===== src/rtl/core/tzfc_pkg.sv =====
// ----------------------------------------------------------------------------
// tzfc_pkg - shared types and constants for the fan controller core
// Frame and result payload types, configuration register codes and reset
// values, zone codes and the divide-by-100 reciprocal.
// ----------------------------------------------------------------------------
`default_nettype none

package tzfc_pkg;

    // Field widths
    localparam int unsigned TEMP_W    = 10;
    localparam int unsigned DUTY_W    = 7;
    localparam int unsigned TOP_W     = 16;
    localparam int unsigned CMP_W     = 17;
    localparam int unsigned ZONE_W    = 3;
    localparam int unsigned BYTE_W    = 8;
    localparam int unsigned CFG_IDX_W = 3;
    localparam int unsigned CFG_DAT_W = 16;
    // (top + 1) * duty stays below 2^23
    localparam int unsigned PROD_W    = 23;
    // Reciprocal of 100, exact for any product below 2^23
    localparam int unsigned RECIP_W     = 24;
    localparam int unsigned RECIP_SHIFT = 30;
    localparam logic [RECIP_W-1:0] RECIP_100 = 24'd10737419;

    // Sensor reading limits and duty bounds
    localparam logic [TEMP_W-1:0] HELD_RESET  = 10'd250;
    localparam logic [11:0]       READING_MAX = 12'd800;
    localparam logic [BYTE_W-1:0] FRAC_MAX    = 8'd9;
    localparam logic [DUTY_W-1:0] FULL_DUTY   = 7'd100;
    localparam logic [DUTY_W-1:0] ZERO_DUTY   = 7'd0;

    // Configuration register indexes
    localparam logic [CFG_IDX_W-1:0] CFG_ZONE_LOW   = 3'd0;
    localparam logic [CFG_IDX_W-1:0] CFG_ZONE_MID   = 3'd1;
    localparam logic [CFG_IDX_W-1:0] CFG_ZONE_HIGH  = 3'd2;
    localparam logic [CFG_IDX_W-1:0] CFG_ALARM      = 3'd3;
    localparam logic [CFG_IDX_W-1:0] CFG_DUTY_TWO   = 3'd4;
    localparam logic [CFG_IDX_W-1:0] CFG_DUTY_THREE = 3'd5;
    localparam logic [CFG_IDX_W-1:0] CFG_PWM_TOP    = 3'd6;

    // Configuration reset values
    localparam logic [TEMP_W-1:0] RST_ZONE_LOW   = 10'd200;
    localparam logic [TEMP_W-1:0] RST_ZONE_MID   = 10'd260;
    localparam logic [TEMP_W-1:0] RST_ZONE_HIGH  = 10'd280;
    localparam logic [TEMP_W-1:0] RST_ALARM      = 10'd280;
    localparam logic [DUTY_W-1:0] RST_DUTY_TWO   = 7'd35;
    localparam logic [DUTY_W-1:0] RST_DUTY_THREE = 7'd70;
    localparam logic [TOP_W-1:0]  RST_PWM_TOP    = 16'd4199;

    // Zone codes
    localparam logic [ZONE_W-1:0] ZONE_1 = 3'd1;
    localparam logic [ZONE_W-1:0] ZONE_2 = 3'd2;
    localparam logic [ZONE_W-1:0] ZONE_3 = 3'd3;
    localparam logic [ZONE_W-1:0] ZONE_4 = 3'd4;

    typedef struct packed {
        logic [TEMP_W-1:0] zone_low;
        logic [TEMP_W-1:0] zone_mid;
        logic [TEMP_W-1:0] zone_high;
        logic [TEMP_W-1:0] alarm;
        logic [DUTY_W-1:0] duty_two;
        logic [DUTY_W-1:0] duty_three;
        logic [TOP_W-1:0]  pwm_top;
    } t_cfg;

    typedef struct packed {
        logic              frame_ok;
        logic [BYTE_W-1:0] humidity_whole;
        logic [BYTE_W-1:0] humidity_frac;
        logic [BYTE_W-1:0] temp_whole;
        logic [BYTE_W-1:0] temp_frac;
        logic [BYTE_W-1:0] frame_sum;
    } t_frame;

    // Everything but the final compare value, plus the raw product
    typedef struct packed {
        logic [TEMP_W-1:0] smoothed_temp;
        logic              sensor_ok;
        logic [ZONE_W-1:0] zone;
        logic [DUTY_W-1:0] fan_duty;
        logic [PROD_W-1:0] product;
        logic              led_red;
        logic              led_green;
        logic              led_blue;
        logic              alarm;
    } t_zone_res;

    typedef struct packed {
        logic [TEMP_W-1:0] smoothed_temp;
        logic              sensor_ok;
        logic [ZONE_W-1:0] zone;
        logic [DUTY_W-1:0] fan_duty;
        logic [CMP_W-1:0]  compare_value;
        logic              led_red;
        logic              led_green;
        logic              led_blue;
        logic              alarm;
    } t_result;

endpackage

`default_nettype wire


===== src/rtl/core/tzfc_frame_if.sv =====
// ----------------------------------------------------------------------------
// tzfc_frame_if - sensor frame channel
// Valid/ready channel carrying one decoded five-byte frame and its flag.
// ----------------------------------------------------------------------------
`default_nettype none

interface tzfc_frame_if;
    logic       valid;
    logic       ready;
    logic       frame_ok;
    logic [7:0] humidity_whole;
    logic [7:0] humidity_frac;
    logic [7:0] temp_whole;
    logic [7:0] temp_frac;
    logic [7:0] frame_sum;

    modport source (
        output valid, frame_ok, humidity_whole, humidity_frac,
               temp_whole, temp_frac, frame_sum,
        input  ready
    );
    modport sink (
        input  valid, frame_ok, humidity_whole, humidity_frac,
               temp_whole, temp_frac, frame_sum,
        output ready
    );
endinterface

`default_nettype wire


===== src/rtl/core/tzfc_result_if.sv =====
// ----------------------------------------------------------------------------
// tzfc_result_if - controller result channel
// Valid/ready channel carrying one fan control result item.
// ----------------------------------------------------------------------------
`default_nettype none

interface tzfc_result_if;
    logic        valid;
    logic        ready;
    logic [9:0]  smoothed_temp;
    logic        sensor_ok;
    logic [2:0]  zone;
    logic [6:0]  fan_duty;
    logic [16:0] compare_value;
    logic        led_red;
    logic        led_green;
    logic        led_blue;
    logic        alarm;

    modport source (
        output valid, smoothed_temp, sensor_ok, zone, fan_duty,
               compare_value, led_red, led_green, led_blue, alarm,
        input  ready
    );
    modport sink (
        input  valid, smoothed_temp, sensor_ok, zone, fan_duty,
               compare_value, led_red, led_green, led_blue, alarm,
        output ready
    );
endinterface

`default_nettype wire


===== src/rtl/core/tzfc_filter.sv =====
// ----------------------------------------------------------------------------
// tzfc_filter - frame check, smoothing and zone selection stage
// Validates the frame, updates the held reading and the smoothing state,
// picks the zone, duty and LEDs and forms (top + 1) * duty.
// ----------------------------------------------------------------------------
`default_nettype none

module tzfc_filter (
    input  wire logic              i_clk,
    input  wire logic              i_rst_n,
    input  wire logic              i_valid,
    output logic                   o_ready,
    input  wire tzfc_pkg::t_frame  i_frame,
    input  wire tzfc_pkg::t_cfg    i_cfg,
    output logic                   o_valid,
    input  wire logic              i_ready,
    output tzfc_pkg::t_zone_res    o_res
);
    import tzfc_pkg::*;

    logic                r_valid;
    logic [TEMP_W-1:0]   r_held;
    logic [TEMP_W-1:0]   r_smooth;
    logic                r_first;
    t_zone_res           r_res;

    logic                take;
    logic [BYTE_W-1:0]   sum;
    logic [11:0]         reading;
    logic                frame_good;
    logic [TEMP_W-1:0]   n_held;
    logic [TEMP_W:0]     avg_sum;
    logic [TEMP_W-1:0]   n_smooth;
    logic [DUTY_W-1:0]   duty_two;
    logic [DUTY_W-1:0]   duty_three;
    logic [TOP_W:0]      period;
    logic [PROD_W-1:0]   product;
    t_zone_res           n_res;

    assign o_ready = !r_valid || i_ready;
    assign take    = i_valid && o_ready;
    assign o_valid = r_valid;
    assign o_res   = r_res;

    // Check the frame and form the reading in tenths
    always_comb begin
        sum = i_frame.humidity_whole + i_frame.humidity_frac
            + i_frame.temp_whole + i_frame.temp_frac;
        reading = 12'(i_frame.temp_whole) * 12'd10;
        if (i_frame.temp_frac <= FRAC_MAX) begin
            reading = reading + 12'(i_frame.temp_frac);
        end
        frame_good = i_frame.frame_ok && (sum == i_frame.frame_sum)
                   && (reading <= READING_MAX);
        n_held = frame_good ? reading[TEMP_W-1:0] : r_held;
    end

    // Smooth: first sample as is, then average with the previous output
    always_comb begin
        avg_sum = {1'b0, r_smooth} + {1'b0, n_held};
        n_smooth = r_first ? n_held : avg_sum[TEMP_W:1];
    end

    // Pick zone, duty and LEDs; start the compare value product
    always_comb begin
        duty_two   = (i_cfg.duty_two > FULL_DUTY) ? FULL_DUTY : i_cfg.duty_two;
        duty_three = (i_cfg.duty_three > FULL_DUTY) ? FULL_DUTY : i_cfg.duty_three;
        n_res = '0;
        n_res.smoothed_temp = n_smooth;
        n_res.sensor_ok     = frame_good;
        n_res.alarm         = (n_smooth >= i_cfg.alarm);
        if (n_smooth < i_cfg.zone_low) begin
            n_res.zone      = ZONE_1;
            n_res.fan_duty  = ZERO_DUTY;
            n_res.led_blue  = 1'b1;
        end else if (n_smooth < i_cfg.zone_mid) begin
            n_res.zone      = ZONE_2;
            n_res.fan_duty  = duty_two;
            n_res.led_green = 1'b1;
        end else if (n_smooth < i_cfg.zone_high) begin
            n_res.zone      = ZONE_3;
            n_res.fan_duty  = duty_three;
            n_res.led_red   = 1'b1;
            n_res.led_green = 1'b1;
        end else begin
            n_res.zone      = ZONE_4;
            n_res.fan_duty  = FULL_DUTY;
            n_res.led_red   = 1'b1;
        end
        period        = {1'b0, i_cfg.pwm_top} + 17'd1;
        product       = PROD_W'(period) * PROD_W'(n_res.fan_duty);
        n_res.product = product;
    end

    // Advance the stage and the filter state on each taken item
    always_ff @(posedge i_clk) begin
        if (!i_rst_n) begin
            r_valid  <= 1'b0;
            r_held   <= HELD_RESET;
            r_smooth <= '0;
            r_first  <= 1'b1;
        end else begin
            if (o_ready) begin
                r_valid <= i_valid;
            end
            if (take) begin
                r_held   <= n_held;
                r_smooth <= n_smooth;
                r_first  <= 1'b0;
            end
        end
    end

    // Hold the payload until the next stage takes it
    always_ff @(posedge i_clk) begin
        if (take) begin
            r_res <= n_res;
        end
    end

endmodule

`default_nettype wire


===== src/rtl/core/tzfc_pwm_div.sv =====
// ----------------------------------------------------------------------------
// tzfc_pwm_div - PWM compare value stage
// Divides (top + 1) * duty by 100 through a reciprocal multiply and
// registers the finished result item.
// ----------------------------------------------------------------------------
`default_nettype none

module tzfc_pwm_div (
    input  wire logic                 i_clk,
    input  wire logic                 i_rst_n,
    input  wire logic                 i_valid,
    output logic                      o_ready,
    input  wire tzfc_pkg::t_zone_res  i_res,
    output logic                      o_valid,
    input  wire logic                 i_ready,
    output tzfc_pkg::t_result         o_result
);
    import tzfc_pkg::*;

    localparam int unsigned MUL_W = PROD_W + RECIP_W;

    logic               r_valid;
    t_result            r_result;
    logic [MUL_W-1:0]   scaled;
    t_result            n_result;
    logic               take;

    assign o_ready  = !r_valid || i_ready;
    assign take     = i_valid && o_ready;
    assign o_valid  = r_valid;
    assign o_result = r_result;

    // Divide by 100: multiply by the scaled reciprocal and drop the fraction
    always_comb begin
        scaled = MUL_W'(i_res.product) * MUL_W'(RECIP_100);
        n_result.smoothed_temp = i_res.smoothed_temp;
        n_result.sensor_ok     = i_res.sensor_ok;
        n_result.zone          = i_res.zone;
        n_result.fan_duty      = i_res.fan_duty;
        n_result.compare_value = scaled[RECIP_SHIFT +: CMP_W];
        n_result.led_red       = i_res.led_red;
        n_result.led_green     = i_res.led_green;
        n_result.led_blue      = i_res.led_blue;
        n_result.alarm         = i_res.alarm;
    end

    always_ff @(posedge i_clk) begin
        if (!i_rst_n) begin
            r_valid <= 1'b0;
        end else if (o_ready) begin
            r_valid <= i_valid;
        end
    end

    // Hold the result until the sink takes it
    always_ff @(posedge i_clk) begin
        if (take) begin
            r_result <= n_result;
        end
    end

endmodule

`default_nettype wire


===== src/rtl/core/temperature_zone_fan_controller_core.sv =====
// ----------------------------------------------------------------------------
// temperature_zone_fan_controller_core - sensor frame to fan control core
// Pipeline: input register, filter/zone stage, divide stage, each registered.
// Throughput: one item per cycle while the result sink keeps ready high.
// Each stage holds its item under back-pressure and frees as it empties.
// Reset: synchronous active low; held reading 25.0, smoothing restarts,
// configuration registers return to their defaults.
// ----------------------------------------------------------------------------
`default_nettype none

module temperature_zone_fan_controller_core (
    input  wire logic                                i_clk,
    input  wire logic                                i_rst_n,
    tzfc_frame_if.sink                               i_frame,
    tzfc_result_if.source                            o_result,
    input  wire logic                                i_cfg_we,
    input  wire logic [tzfc_pkg::CFG_IDX_W-1:0]      i_cfg_idx,
    input  wire logic [tzfc_pkg::CFG_DAT_W-1:0]      i_cfg_data
);
    import tzfc_pkg::*;

    t_cfg       r_cfg;
    logic       r_in_valid;
    t_frame     r_in_frame;
    t_frame     n_in_frame;

    logic       in_ready;
    logic       flt_ready;
    logic       flt_valid;
    t_zone_res  flt_res;
    logic       div_ready;
    logic       div_valid;
    t_result    div_result;

    // Configuration register writes
    always_ff @(posedge i_clk) begin
        if (!i_rst_n) begin
            r_cfg.zone_low   <= RST_ZONE_LOW;
            r_cfg.zone_mid   <= RST_ZONE_MID;
            r_cfg.zone_high  <= RST_ZONE_HIGH;
            r_cfg.alarm      <= RST_ALARM;
            r_cfg.duty_two   <= RST_DUTY_TWO;
            r_cfg.duty_three <= RST_DUTY_THREE;
            r_cfg.pwm_top    <= RST_PWM_TOP;
        end else if (i_cfg_we) begin
            unique case (i_cfg_idx)
                CFG_ZONE_LOW:   r_cfg.zone_low   <= i_cfg_data[TEMP_W-1:0];
                CFG_ZONE_MID:   r_cfg.zone_mid   <= i_cfg_data[TEMP_W-1:0];
                CFG_ZONE_HIGH:  r_cfg.zone_high  <= i_cfg_data[TEMP_W-1:0];
                CFG_ALARM:      r_cfg.alarm      <= i_cfg_data[TEMP_W-1:0];
                CFG_DUTY_TWO:   r_cfg.duty_two   <= i_cfg_data[DUTY_W-1:0];
                CFG_DUTY_THREE: r_cfg.duty_three <= i_cfg_data[DUTY_W-1:0];
                CFG_PWM_TOP:    r_cfg.pwm_top    <= i_cfg_data[TOP_W-1:0];
                default: begin
                end
            endcase
        end
    end

    // Input register
    assign in_ready      = !r_in_valid || flt_ready;
    assign i_frame.ready = in_ready;

    always_comb begin
        n_in_frame.frame_ok       = i_frame.frame_ok;
        n_in_frame.humidity_whole = i_frame.humidity_whole;
        n_in_frame.humidity_frac  = i_frame.humidity_frac;
        n_in_frame.temp_whole     = i_frame.temp_whole;
        n_in_frame.temp_frac      = i_frame.temp_frac;
        n_in_frame.frame_sum      = i_frame.frame_sum;
    end

    always_ff @(posedge i_clk) begin
        if (!i_rst_n) begin
            r_in_valid <= 1'b0;
        end else if (in_ready) begin
            r_in_valid <= i_frame.valid;
        end
    end

    always_ff @(posedge i_clk) begin
        if (in_ready && i_frame.valid) begin
            r_in_frame <= n_in_frame;
        end
    end

    tzfc_filter u_filter (
        .i_clk   (i_clk),
        .i_rst_n (i_rst_n),
        .i_valid (r_in_valid),
        .o_ready (flt_ready),
        .i_frame (r_in_frame),
        .i_cfg   (r_cfg),
        .o_valid (flt_valid),
        .i_ready (div_ready),
        .o_res   (flt_res)
    );

    tzfc_pwm_div u_pwm_div (
        .i_clk    (i_clk),
        .i_rst_n  (i_rst_n),
        .i_valid  (flt_valid),
        .o_ready  (div_ready),
        .i_res    (flt_res),
        .o_valid  (div_valid),
        .i_ready  (o_result.ready),
        .o_result (div_result)
    );

    // Drive the result channel from the output register
    assign o_result.valid         = div_valid;
    assign o_result.smoothed_temp = div_result.smoothed_temp;
    assign o_result.sensor_ok     = div_result.sensor_ok;
    assign o_result.zone          = div_result.zone;
    assign o_result.fan_duty      = div_result.fan_duty;
    assign o_result.compare_value = div_result.compare_value;
    assign o_result.led_red       = div_result.led_red;
    assign o_result.led_green     = div_result.led_green;
    assign o_result.led_blue      = div_result.led_blue;
    assign o_result.alarm         = div_result.alarm;

endmodule

`default_nettype wire

===== src/flat_wrapper.sv =====
// flat-port wrapper written by rule: the top's interface ports become plain ports
module temperature_zone_fan_controller_core_flat import tzfc_pkg::*;
  (i_clk, i_rst_n, i_cfg_we, i_cfg_idx, i_cfg_data, i_frame_valid, i_frame_frame_ok, i_frame_humidity_whole, i_frame_humidity_frac, i_frame_temp_whole, i_frame_temp_frac, i_frame_frame_sum, i_frame_ready, o_result_valid, o_result_smoothed_temp, o_result_sensor_ok, o_result_zone, o_result_fan_duty, o_result_compare_value, o_result_led_red, o_result_led_green, o_result_led_blue, o_result_alarm, o_result_ready);
  tzfc_frame_if i_frame_i ();
  tzfc_result_if o_result_i ();
  input  wire logic i_clk;
  input  wire logic i_rst_n;
  input  wire logic i_cfg_we;
  input  wire logic [tzfc_pkg::CFG_IDX_W-1:0] i_cfg_idx;
  input  wire logic [tzfc_pkg::CFG_DAT_W-1:0] i_cfg_data;
  input wire logic [$bits(i_frame_i.valid)-1:0] i_frame_valid;
  input wire logic [$bits(i_frame_i.frame_ok)-1:0] i_frame_frame_ok;
  input wire logic [$bits(i_frame_i.humidity_whole)-1:0] i_frame_humidity_whole;
  input wire logic [$bits(i_frame_i.humidity_frac)-1:0] i_frame_humidity_frac;
  input wire logic [$bits(i_frame_i.temp_whole)-1:0] i_frame_temp_whole;
  input wire logic [$bits(i_frame_i.temp_frac)-1:0] i_frame_temp_frac;
  input wire logic [$bits(i_frame_i.frame_sum)-1:0] i_frame_frame_sum;
  output wire logic [$bits(i_frame_i.ready)-1:0] i_frame_ready;
  output wire logic [$bits(o_result_i.valid)-1:0] o_result_valid;
  output wire logic [$bits(o_result_i.smoothed_temp)-1:0] o_result_smoothed_temp;
  output wire logic [$bits(o_result_i.sensor_ok)-1:0] o_result_sensor_ok;
  output wire logic [$bits(o_result_i.zone)-1:0] o_result_zone;
  output wire logic [$bits(o_result_i.fan_duty)-1:0] o_result_fan_duty;
  output wire logic [$bits(o_result_i.compare_value)-1:0] o_result_compare_value;
  output wire logic [$bits(o_result_i.led_red)-1:0] o_result_led_red;
  output wire logic [$bits(o_result_i.led_green)-1:0] o_result_led_green;
  output wire logic [$bits(o_result_i.led_blue)-1:0] o_result_led_blue;
  output wire logic [$bits(o_result_i.alarm)-1:0] o_result_alarm;
  input wire logic [$bits(o_result_i.ready)-1:0] o_result_ready;
  assign i_frame_i.valid = i_frame_valid;
  assign i_frame_i.frame_ok = i_frame_frame_ok;
  assign i_frame_i.humidity_whole = i_frame_humidity_whole;
  assign i_frame_i.humidity_frac = i_frame_humidity_frac;
  assign i_frame_i.temp_whole = i_frame_temp_whole;
  assign i_frame_i.temp_frac = i_frame_temp_frac;
  assign i_frame_i.frame_sum = i_frame_frame_sum;
  assign i_frame_ready = i_frame_i.ready;
  assign o_result_valid = o_result_i.valid;
  assign o_result_smoothed_temp = o_result_i.smoothed_temp;
  assign o_result_sensor_ok = o_result_i.sensor_ok;
  assign o_result_zone = o_result_i.zone;
  assign o_result_fan_duty = o_result_i.fan_duty;
  assign o_result_compare_value = o_result_i.compare_value;
  assign o_result_led_red = o_result_i.led_red;
  assign o_result_led_green = o_result_i.led_green;
  assign o_result_led_blue = o_result_i.led_blue;
  assign o_result_alarm = o_result_i.alarm;
  assign o_result_i.ready = o_result_ready;
  temperature_zone_fan_controller_core u_core (.i_clk(i_clk), .i_rst_n(i_rst_n), .i_frame(i_frame_i), .o_result(o_result_i), .i_cfg_we(i_cfg_we), .i_cfg_idx(i_cfg_idx), .i_cfg_data(i_cfg_data));
endmodule

===== config.mk =====
export PLATFORM = sky130hd
export DESIGN_NAME = temperature_zone_fan_controller_core_flat
export DESIGN_NICKNAME = d
export VERILOG_FILES = /design/src/rtl/core/tzfc_pkg.sv /design/src/rtl/core/tzfc_frame_if.sv /design/src/rtl/core/tzfc_result_if.sv /design/src/rtl/core/tzfc_filter.sv /design/src/rtl/core/tzfc_pwm_div.sv /design/src/rtl/core/temperature_zone_fan_controller_core.sv /design/src/flat_wrapper.sv
export SDC_FILE = /design/constraint.sdc
export NUM_CORES = 1
export LEC_CHECK = 0
export CORE_UTILIZATION = 45
export CTS_CLUSTER_DIAMETER = 30
export CTS_CLUSTER_SIZE = 40
export DETAILED_ROUTE_END_ITERATION = 10
export DONT_BUFFER_PORTS = 1
export PLACE_DENSITY = 0.66
export SETUP_SLACK_MARGIN = 0.05
export SYNTH_ARGS = -nofsm -noshare
export SYNTH_HDL_FRONTEND = slang
export SYNTH_SLANG_ARGS = --single-unit

===== constraint.sdc =====
create_clock -name i_clk -period 28.3 [get_ports i_clk]
set_input_delay 5.66 -clock i_clk [delete_from_list [all_inputs] [get_ports i_clk]]
set_output_delay 5.66 -clock i_clk [all_outputs]
set_load 0.01 [all_outputs]

; ---- After elaboration in Yosys (flattened, before gate mapping)
; Cells that the tools add are included.
; Widths: inputs -> output; s select.
[totals]
output_inout_bits = 44
elab_cells = 94
register_bits = 225
in_bits = 65
[op_classes]
reduce_logical = 20
n_mul = 3
n_addsub = 6
n_eq_ne = 7
n_mux = 12
magnitude_cmp = 8
[ops]
columns = op, count
row1 = $mul 23x24->47 const B, 1
row2 = $lt 10x10->1, 3
row3 = $mux 10, 3
row4 = $add 8x8->8, 3
row5 = $mul 17x7->23, 1
row6 = $mux 7, 3
row7 = $add 16x1->17 const B, 1
row8 = $gt 7x7->1 const B, 2
row9 = $reduce_and 2->1, 7
row10 = $add 12x8->12, 1
row11 = $le 12x10->1 const B, 1
row12 = $mux 12, 1
row13 = $add 10x10->11, 1
row14 = $mul 8x3->11 const B, 1
row15 = $ge 10x10->1, 1
row16 = $eq 3x3->1 const B, 3
row17 = $mux 9, 1
row18 = $eq 8x8->1, 1
row19 = $le 8x4->1 const B, 1
row20 = $eq 3x2->1 const B, 2
row21 = $logic_and 1x1->1, 5
row22 = $mux 1, 4
row23 = $eq 3x1->1 const B, 1
row24 = $logic_not 1->1, 3
row25 = 3 further kinds, 5

; ---- Depth between registers and ports, before layout
; Gate-level depths: netlist of the first run.
[logic_depth]
depth_word = 14
depth_mapped = 59
depth_no_buf = 57

; ---- By module
; Synthesis of the first run repeated with hierarchy kept, for this count alone.
[unflattened]
cells_unflattened = 2378
hier_area_um2 = 24365.9
[by_module_without_submodules]
columns = module, instances, cells_each, seq_area_each_um2, area_each_um2
row1 = tzfc_pwm_div, 1, 994, 1281.2, 10674.0
row2 = tzfc_filter, 1, 1076, 1851.8, 9700.6
row3 = temperature_zone_fan_controller_core, 1, 308, 2652.5, 3991.3

; ---- Worst setup path before layout of the first run
; OpenSTA, ideal clock, no wires.
[synth_path]
path_kind = register to register
startpoint = register u_core.r_in_frame[17] (netlist name)
endpoint = register u_core.u_filter.r_res, in the netlist u_core.u_filter.o_res[26], data pin
t_arrival_ps = 12337
stages_incl_launch_ff = 55
setup_ps = 268
path_buffers = 2
synth_period_minus_slack_ps = 12604
setup_slack_ps = 15696
t_required_ps = 28032
cell_sequence = edfxtp_1 fa_1 fa_1 ha_1 inv_1 fa_1 xor2_1 nand4_1 or4_1 nor4_1 nand2_1 clkbuf_1 a21oi_1 inv_1 ha_1 nand4_1 a21oi_1 nor3_1 (+19 left out) fa_1 inv_1 fa_1 inv_1 fa_1 inv_1 ha_1 inv_1 o21bai_1 a21oi_1 o21ai_0 a211oi_1 o211ai_1 a31oi_1 nor2b_1 o21a_1 o41ai_1 xnor3_1
[synth_rtl]
columns = item, line
row1 = "start, declared", temperature_zone_fan_controller_core.sv:24  ; t_frame r_in_frame;
row2 = "start signal, assigned", temperature_zone_fan_controller_core.sv:83  ; r_in_frame <= n_in_frame;
row3 = "end signal, assigned", tzfc_filter.sv:117  ; r_res <= n_res;
row4 = "end, declared", tzfc_filter.sv:25  ; t_zone_res r_res;

==> flow_summary_export.csv, run 1 <==
group,metric,value,unit
timing,rsz0062_at_grt,"no",
routing,routed_via_density,5.20,
timing,finalCritPeriodShare,53.4,%
clocking,htreeDepth,2,
logic_synthesis,synthArstFlopShare,0,%
logic_synthesis,muxShareOfSynthArea,0.310,%
clocking,cts_tree,"built",
floorplan,fp.coreArea,50400,µm²
timing,slew_headroom,11.5,%
finish,multi_input_area,15500,µm²
setup_path,worstReg2RegEnd,"u_core.u_filter.o_res[26]",
logic_synthesis,synthSimpleGateAreaFrac,10.4,%
timing,max_freq,66.2,MHz
setup_path,cpPeakStageDelay,0.96,ns
logic_synthesis,synth_top_family_by_area,"adder cells",
clocking,numClockSinks,223,
finish,regArea,5760,µm²
logic_synthesis,yosys.area_share.xor_xnor,3.29,%
clocking,postCtsSetupBuffers,0,
hold_path,hold_start,"u_core.u_filter.o_res[36]",
grt,grt_overflow,0,
timing,finClkSkew,0.0616,ns
timing,setup_slack,13.19,ns
routing,post-route-drc-count,0,
logic_synthesis,syn-num-nets,2954,
setup_path,worstSetupStartpointType,"flop",
logic_synthesis,synth_compound_area_share,9.20,%
clocking,cts_resized,0,
floorplan,die_h,228,µm
logic_synthesis,syn_avg_cell_area,10.2,µm²
setup_path,cp_max_fo,13,
routing,wl,54.2,mm
logic_synthesis,synth-warning-count,0,
grt,grt_pass1_vias,16900,
floorplan,io_pins,109,
placed_design,place_hpwl,43.7,mm
logic_synthesis,ys_seq_area_share,25.0,%
timing,finalHoldViolCount,0,
setup_path,end_kind,"flop",
finish,n_antenna_cell,0,
floorplan,dieArea,52100,µm²
logic_synthesis,synth_enable_flop_cells,129,
placed_design,pre_cts_slack,13.35,ns
setup_path,r2r_setup_slack,13.19,ns
clocking,clockBufferDepth,3,
logic_synthesis,synth_flop_cell,"edfxtp_1",
clocking,cts.clk_slew.worst_paths,0.05,ns
grt,grt_pass1_wl,88.8,mm
setup_path,critical_path.top_delay_family,"compound AO/OA/AOI/OAI gates",
floorplan,start_util,45.7,%
routing,ant_nets,0,
setup_path,worstSetupPathType,"reg -> reg",
setup_path,cp_slowest_cell,"a32oi_1",
timing,drv_slew,0,
logic_synthesis,synth_cells,2251,
hold_path,hold_class,"reg -> reg",
finish,layout.cells.non_filler,2991,
finish,n_fill_cell,4486,
logic_synthesis,synth_fa_ha_area_share,44.0,%
logic_synthesis,synth_cell_types,77,
routing,vias,15600,
finish,area_growth,11.2,%
grt,antenna_found_initial,0,
setup_path,worst-path-buf-inv,5,
routing,dr.pass1.iters,7,
setup_path,worstRegToRegCells,48,
hold_path,min_to,"u_core.u_pwm_div.o_result[30]",
routing,drtIter0Drc,859,
logic_synthesis,syn_area,23000,µm²
hold_path,whs_path_depth,0,
run_status,outcome,"finished clean",
routing,wl_per_cell,18.1,µm
finish,final_common_cell,"inv_1",
placed_design,portBuffers,0,
clocking,ctsHoldBuffers,0,
setup_path,crit_cells,48,
timing,min_period,15.11,ns
clocking,cts_buffers,52,
setup_path,r2r-start,"u_core.r_in_frame[17]",
placed_design,dpl.cell_count,2895,
timing,fin_setup_tns,0,ns
finish,drive_above_1_share,5.69,%
placed_design,place.gp.congestion,0.924,
setup_path,arrival,15.44,ns
grt,grt_max_degree,96,
job,max-cap-violations,0,
logic_synthesis,ys_ff_latch,223,
timing,tightestPinTransition,1.29,ns
grt,track_usage,21.6,%
floorplan,row_count,82,
clocking,cts-root-buf,"clkbuf_16",
finish,final_cell_mix,"inv_1 (436), ha_1 (352), fa_1 (286)",
clocking,clk_latency,0.61,ns
setup_path,cp.required,28.63,ns
setup_path,cp_common_cell,"fa_1",
timing,setup_viol,0,
floorplan,die_w,228,µm
finish,nNetsFinal,2980,
-- sequential cells by signal (all words and copies together) (netlist names) --
signal / cells
u_core.u_filter.o_valid: 1
u_core.u_filter.r_smooth: 10
u_core.r_cfg: 70
u_core.u_pwm_div.o_result: 41
u_core.u_pwm_div.o_valid: 1
u_core.u_filter.o_res: 47
u_core.u_filter.r_held: 10
u_core.u_filter.r_first: 1
u_core.r_in_valid: 1
u_core.r_in_frame: 41
-- cell usage after synthesis, types with 30 or more instances --
library cell	instances	area share [%]
inv_1	436	7.1
o21ai_0	45	0.98
nor2_1	135	2.2
ha_1	352	19
a21oi_1	57	1.2
nand2_1	200	3.3
edfxtp_1	129	17
nand2b_1	30	0.81
nand3_1	36	0.78
xnor2_1	53	2.0
a21o_1	44	1.4
xor2_1	31	1.2
fa_1	286	25
dfxtp_1	94	8.2
a21boi_0	55	1.8
-- area by class of cell --
class | instances | share of cell area [%]
clock buffer | 71 | 5.56
clock inverter | 25 | 1.56
inverter | 439 | 6.43
multi-input combinational | 1552 | 60.4
sequential | 223 | 22.5
tap | 672 | 3.28
timing repair buffer | 9 | 0.264
-- worst register-to-register path, delay by kind of cell (launching register included) --
kind,cells,cell delay (ns)
AO/OA/AOI/OAI,20,6.03
AND/OR/NAND/NOR,9,2.57
buffers and inverters,5,0.31
flip-flops,1,0.51
adder cells (fa/ha/maj),11,4.70
XOR/XNOR,3,0.69
-- worst max path at each step --
stage | from | endpoint
6_report | u_core.r_in_frame[17] | u_core.u_filter.o_res[26]
5_1_grt | u_core.r_in_frame[17] | u_core.u_filter.o_res[26]
4_1_cts | u_core.r_in_frame[17] | u_core.u_filter.o_res[26]
3_5_place_dp | u_core.r_in_frame[17] | u_core.u_filter.o_res[26]
3_3_place_gp | u_core.r_in_frame[17] | u_core.u_filter.o_res[26]
2_1_floorplan | u_core.r_in_frame[17] | u_core.u_filter.o_res[26]
-- stage by stage --
stage	hold WS, ns	cell area [µm²]	util [%]
2_1_floorplan	0.400	23000	-
3_3_place_gp	0.405	23800	47.2
3_5_place_dp	0.405	23800	47.2
4_1_cts	0.411	25600	50.9
5_1_grt	0.422	25600	50.9
6_report	0.414	25600	50.9
-- cells by family (layout without fill, tap and decap cells) --
kind of cell / Yosys count / count (layout)
xor+xnor: 85 / 85
flops: 223 / 223
compound gates: 304 / 304
simple gates: 518 / 518
buf+inv: 476 / 544
mux: 7 / 7
fa+ha+maj: 638 / 638
-- routing by layer --
layer  track usage, %  vias to the layer above  wire length (µm)  share of wire [%]
li1                 -                     7431                 -                  -
met2             37.6                      321             27100                 50
met1             27.0                     7719             22900                 42
met5                0                        -                 0                  0
met4             6.40                        0              1450                2.7
met3             4.13                       91              2750                5.1
Power of run 1 is left out: the tool's default activity adds up to more than one toggle a clock period on the data nets, which glitch-free logic cannot reach.
==> run 2, diff against run 1 <==
--- a/config.mk
+++ b/config.mk
@@ -10,7 +10,7 @@
 export CTS_CLUSTER_SIZE = 40
 export DETAILED_ROUTE_END_ITERATION = 10
 export DONT_BUFFER_PORTS = 1
-export PLACE_DENSITY = 0.66
+export PLACE_DENSITY = 0.68
 export SETUP_SLACK_MARGIN = 0.05
 export SYNTH_ARGS = -nofsm -noshare
 export SYNTH_HDL_FRONTEND = slang
==> constraint.sdc (replaced) <==
create_clock -name i_clk -period 13.18 [get_ports i_clk]
set_input_delay 2.636 -clock i_clk [delete_from_list [all_inputs] [get_ports i_clk]]
set_output_delay 2.636 -clock i_clk [all_outputs]
set_load 0.01 [all_outputs]
==> run 2 against run 1 <==
Compared with the run above:
- hold slack worse by 0.0021 ns
- clock skew fell by 0.022 ns
- sequential cell count is the same
- die area is the same
- count of clock-buffer cells in the layout decreased by 19
- sequential share of layout area fell by 0.22 points
- global-route usage up 0.32 points
- cell area increased by 1.0%
- first-iteration DRC count increased by 5.4%
- worst setup slack worse by 12 ns
- final cell count up 0.97%
- critical path type unchanged
==> flow_summary_export.csv, run 2 (synthesis gave the netlist of run 1 again) <==
group,metric,value,unit
timing,finalCritPeriodShare,94.5,%
routing,routed_via_density,5.21,
floorplan,io_pins,109,
clocking,numClockSinks,223,
clocking,cts-root-buf,"clkbuf_16",
setup_path,worstSetupStartpointType,"flop",
placed_design,place.gp.congestion,0.918,
timing,tightestPinTransition,1.22,ns
finish,area_growth,12.3,%
finish,final_common_cell,"inv_1",
timing,setup_slack,0.719,ns
routing,wl,55.4,mm
timing,drv_slew,0,
routing,drtIter0Drc,905,
clocking,clk_latency,0.58,ns
floorplan,start_util,45.7,%
setup_path,cp_common_cell,"fa_1",
floorplan,dieArea,52100,µm²
grt,grt_pass1_vias,17000,
routing,ant_nets,0,
placed_design,place_hpwl,45.1,mm
setup_path,cp.required,13.46,ns
grt,track_usage,21.9,%
routing,vias,15700,
timing,finClkSkew,0.0394,ns
timing,min_period,12.46,ns
routing,dr.pass1.iters,5,
finish,regMostFlops,"u_core.r_cfg",
setup_path,end_kind,"flop",
setup_path,cp_slowest_cell,"or4_4",
timing,setup_viol,0,
clocking,htreeDepth,2,
finish,largest_reg_flops,70,
finish,n_fill_cell,4414,
grt,antenna_found_initial,0,
floorplan,fp.coreArea,50400,µm²
setup_path,worstSetupPathType,"reg -> reg",
finish,fin_area,25900,µm²
placed_design,pre_cts_slack,-0.435,ns
timing,slew_headroom,16.7,%
placed_design,dpl.cell_count,2926,
clocking,cts_buffers,49,
grt,grt_pass1_wl,90.0,mm
run_status,outcome,"finished clean",
routing,wl_per_cell,18.3,µm
floorplan,die_h,228,µm
finish,fin_util,51.4,%
finish,layout.cells.non_filler,3020,
placed_design,place_area,24000,µm²
setup_path,arrival,12.74,ns
hold_path,hold_class,"reg -> reg",
grt,grt_max_degree,96,
grt,grt_overflow,0,
clocking,cts.clk_slew.worst_paths,0.04,ns
finish,drive_above_1_share,8.35,%
finish,nNetsFinal,3012,
floorplan,die_w,228,µm
timing,rsz0062_at_grt,"no",
setup_path,cp_max_fo,6,
clocking,cts_tree,"built",
timing,max_freq,80.2,MHz
clocking,clockBufferDepth,3,
job,max-cap-violations,0,
timing,finalHoldViolCount,0,
finish,n_antenna_cell,0,
routing,post-route-drc-count,0,
finish,final_cell_mix,"inv_1 (435), ha_1 (351), fa_1 (286)",
floorplan,row_count,82,
placed_design,portBuffers,0,
setup_path,cpPeakStageDelay,0.59,ns
[run 2: metrics by stage]
step	hold WS, ns	setup TNS [ns]
after floorplan	0.400	0
after global placement	0.404	0
after detailed placement	0.405	-0.435
after CTS	0.412	0
after global routing	0.423	0
final	0.412	0
[run 2: area by class of cell]
| cell class | count | area, µm² | share of cell area [%] |
|---|---|---|---|
| Sequential cell | 223 | 5760 | 22.2 |
| Clock inverter | 38 | 433 | 1.67 |
| Multi-Input combinational cell | 1552 | 15600 | 60.4 |
| Tap cell | 672 | 841 | 3.25 |
| Timing Repair Buffer | 44 | 330 | 1.28 |
| Clock buffer | 52 | 1240 | 4.78 |
| Inverter | 439 | 1650 | 6.37 |
[run 2: repair_timing]
action | CTS | global route
hold buffers | 0 | 0
pin swaps | 0 | 9
endpoints found under the hold margin | 0 | 0
endpoints found under the setup margin | 1 | 7
resized for setup | 9 | 29
buffers inserted | 0 | 4
[run 2: critical path: cells and delay by family (launching register included)]
kind / cells / cell delay, ns
and+or+nand+nor: 10 / 2.15
adders and majority gates: 11 / 4.84
AOI/OAI and AO/OA: 20 / 3.37
xor gates and xnor gates: 3 / 0.57
DFF: 1 / 0.43
muxes: 1 / 0.35
buffers and inverters: 6 / 0.49
[run 2: routing by layer]
metal,global-route usage [%],up-vias,routed length (µm)
li1,-,7509,-
met1,27.1,7810,23500
met2,39.2,336,28100
met3,3.14,88,2410
met4,6.63,0,1340
met5,0,-,0
[run 2: path summary, 6_finish.rpt]
kind	cells after the start	startpoint	end	slack [ns]
max	51	u_core.r_in_frame[9]	u_core.u_filter.o_res[26]	0.72
min	0	u_core.u_filter.o_res[35]	u_core.u_pwm_div.o_result[29]	0.41
max reg2reg	51	u_core.r_in_frame[9]	u_core.u_filter.o_res[26]	0.72
min reg2reg	0	u_core.u_filter.o_res[35]	u_core.u_pwm_div.o_result[29]	0.41
Power of run 2 is left out for the same reason.
==> run 3, diff against run 2 <==
--- a/config.mk
+++ b/config.mk
@@ -5,6 +5,7 @@
 export SDC_FILE = /design/constraint.sdc
 export NUM_CORES = 1
 export LEC_CHECK = 0
+export ABC_AREA = 1
 export CORE_UTILIZATION = 45
 export CTS_CLUSTER_DIAMETER = 30
 export CTS_CLUSTER_SIZE = 40
==> run 3 against run 2 <==
Compared with the run above:
- first-iteration DRC count is 18% lower
- clock skew down 0.0063 ns
- worst setup slack gained 0.39 ns
- critical path depth grew 9
- count of clock-buffer cells in the layout grew 1
- sequential cell count is the same
- hold slack about the same
- die area is 3.1% higher
- maximum frequency increased by 3.2%
- final cell count rose by 11%
- critical endpoint is now u_core.u_filter.o_res[25]
==> flow_summary_export.csv, run 3 <==
group,metric,value,unit
run_status,outcome,"finished clean",
timing,drv_slew,0,
clocking,cts-root-buf,"clkbuf_16",
hold_path,hold_class,"reg -> reg",
timing,finalHoldViolCount,0,
grt,antenna_found_initial,0,
logic_synthesis,synth-warning-count,0,
logic_synthesis,syn-num-nets,3319,
logic_synthesis,synth_cell_types,47,
logic_synthesis,synth_top_area_share,24.1,%
logic_synthesis,synth_most_common_cell,"inv_1",
setup_path,worstSetupStartpointType,"flop",
routing,routed_via_density,5.16,
floorplan,dieArea,53700,µm²
clocking,clk_latency,0.58,ns
timing,slew_headroom,23.5,%
placed_design,place.gp.congestion,0.941,
timing,fin_setup_tns,0,ns
setup_path,cpPeakStageDelay,0.69,ns
finish,n_fill_cell,4778,
setup_path,end_kind,"flop",
grt,grt_overflow,0,
logic_synthesis,synth_flop_cell,"edfxtp_1",
job,max-cap-violations,0,
setup_path,worstReg2RegEnd,"u_core.u_filter.o_res[25]",
setup_path,r2r_setup_slack,1.11,ns
floorplan,start_util,45.9,%
logic_synthesis,synth_enable_flop_cells,129,
finish,layout.cells.non_filler,3362,
placed_design,dpl.cell_count,3272,
clocking,cts_tree,"built",
routing,drtIter0Drc,745,
clocking,postCtsSetupBuffers,0,
setup_path,worstRegToRegCells,60,
clocking,cts.clk_slew.worst_paths,0.05,ns
grt,grt_pass1_vias,18400,
routing,ant_nets,0,
finish,nNetsFinal,3345,
logic_synthesis,ys_seq_area_share,24.2,%
logic_synthesis,yosys.area.top_type,"fa_1",
routing,wl_per_cell,17.1,µm
setup_path,cp_common_cell,"nand2_1",
clocking,clockBufferDepth,3,
setup_path,cp.required,13.51,ns
setup_path,cp_slowest_cell,"a31oi_1",
grt,grt_pass1_wl,93.5,mm
finish,regMostFlops,"u_core.r_cfg",
timing,finClkSkew,0.0331,ns
clocking,htreeDepth,2,
setup_path,r2r-start,"u_core.r_in_frame[17]",
setup_path,arrival,12.40,ns
finish,final_cell_mix,"inv_1 (584), ha_1 (352), nand2_1 (346)",
routing,vias,17300,
logic_synthesis,synthTopCellsByCount,"inv_1 (586), ha_1 (352), nand2_1 (346), fa_1 (286), nor2_1 (200)",
setup_path,worstSetupPathType,"reg -> reg",
routing,dr.pass1.iters,5,
logic_synthesis,synth_area_leaders,"fa_1 (24%), ha_1 (19%), edfxtp_1 (16%)",
timing,finalCritPeriodShare,91.6,%
clocking,numClockSinks,223,
hold_path,hold_start,"u_core.u_filter.o_res[40]",
grt,grt_max_degree,75,
hold_path,min_to,"u_core.u_pwm_div.o_result[34]",
finish,largest_reg_flops,70,
floorplan,fp.coreArea,51700,µm²
routing,post-route-drc-count,0,
floorplan,io_pins,109,
routing,wl,57.5,mm
hold_path,whs_path_depth,0,
floorplan,die_w,232,µm
finish,final_common_cell,"inv_1",
logic_synthesis,synth_cells,2616,
placed_design,portBuffers,0,
finish,area_growth,10.2,%
floorplan,die_h,232,µm
timing,max_freq,82.8,MHz
timing,min_period,12.07,ns
logic_synthesis,syn_avg_cell_area,9.08,µm²
floorplan,row_count,83,
logic_synthesis,syn_area,23800,µm²
timing,setup_viol,0,
finish,fin_area,26200,µm²
setup_path,cp_max_fo,13,
finish,drive_above_1_share,5.63,%
placed_design,place_area,24500,µm²
timing,tightestPinTransition,1.14,ns
logic_synthesis,ys_ff_latch,223,
placed_design,place_hpwl,48.3,mm
timing,rsz0062_at_grt,"no",
clocking,cts_buffers,48,
grt,track_usage,22.1,%
finish,n_antenna_cell,0,
logic_synthesis,synthArstFlopShare,0,%
run 3: critical path, delay by kind of cell, from the launching register on:
kind,cells,cell delay [ns]
flops,1,0.50
xor+xnor,1,0.09
fa+ha+maj,11,4.93
buf+inv,10,0.99
compound gates,15,3.16
simple gates,23,2.10
run 3: area by class of cell:
class | instances | area [µm²] | share of cell area [%]
Clock buffer | 53 | 1280 | 4.90
Inverter | 597 | 2240 | 8.57
Tap cell | 680 | 851 | 3.25
Timing Repair Buffer | 8 | 60.1 | 0.229
Multi-Input combinational cell | 1764 | 15600 | 59.7
Sequential cell | 223 | 5760 | 22.0
Clock inverter | 37 | 370 | 1.41
run 3: cells by family (layout without fill, tap and decap cells):
group	count (synthesis)	in the layout	share of synthesized area, %
buffers and inverters	629	695	10.1
adders and majority gates	638	638	42.6
xor gates and xnor gates	56	56	2.07
DFF	223	223	24.2
and+or+nand+nor	716	716	12.7
AOI/OAI and AO/OA	354	354	8.24
run 3: routing by layer:
| layer | routed length (µm) | part of all wire, % | track usage [%] |
|---|---|---|---|
| met3 | 3010 | 5.2 | 3.98 |
| met4 | 1890 | 3.3 | 7.40 |
| met5 | 0 | 0 | 0 |
| met1 | 24400 | 42 | 27.7 |
| met2 | 28200 | 49 | 38.1 |
run 3: how the worst max path moves through the flow:
stage | from | to | slack [ns] | cells after the start
2_1_floorplan | u_core.r_in_frame[9] | u_core.u_filter.o_res[25] | 2.43 | 65
5_1_grt | u_core.r_in_frame[9] | u_core.u_filter.o_res[25] | 0.04 | 63
3_3_place_gp | u_core.r_in_frame[17] | u_core.u_filter.o_res[25] | 1.34 | 64
3_5_place_dp | u_core.r_in_frame[17] | u_core.u_filter.o_res[25] | 0.87 | 65
4_1_cts | u_core.r_in_frame[9] | u_core.u_filter.o_res[25] | 0.84 | 65
6_report | u_core.r_in_frame[17] | u_core.u_filter.o_res[25] | 1.11 | 60
run 3: timing repair:
item / 4_1_cts / 5_1_grt
gates resized for setup: 0 / 2
setup endpoints to repair: 0 / 2
hold buffers: 0 / 0
run 3: per-stage QoR:
stage / utilization (%) / hold slack, ns / setup slack (ns)
finish: 50.6 / 0.411 / 1.11
global route: 50.6 / 0.432 / 0.0373
CTS: 50.6 / 0.414 / 0.843
detailed placement: 47.4 / 0.405 / 0.865
global placement: 47.4 / 0.405 / 1.34
floorplan: - / 0.400 / 2.43
Power of run 3 is left out for the same reason.
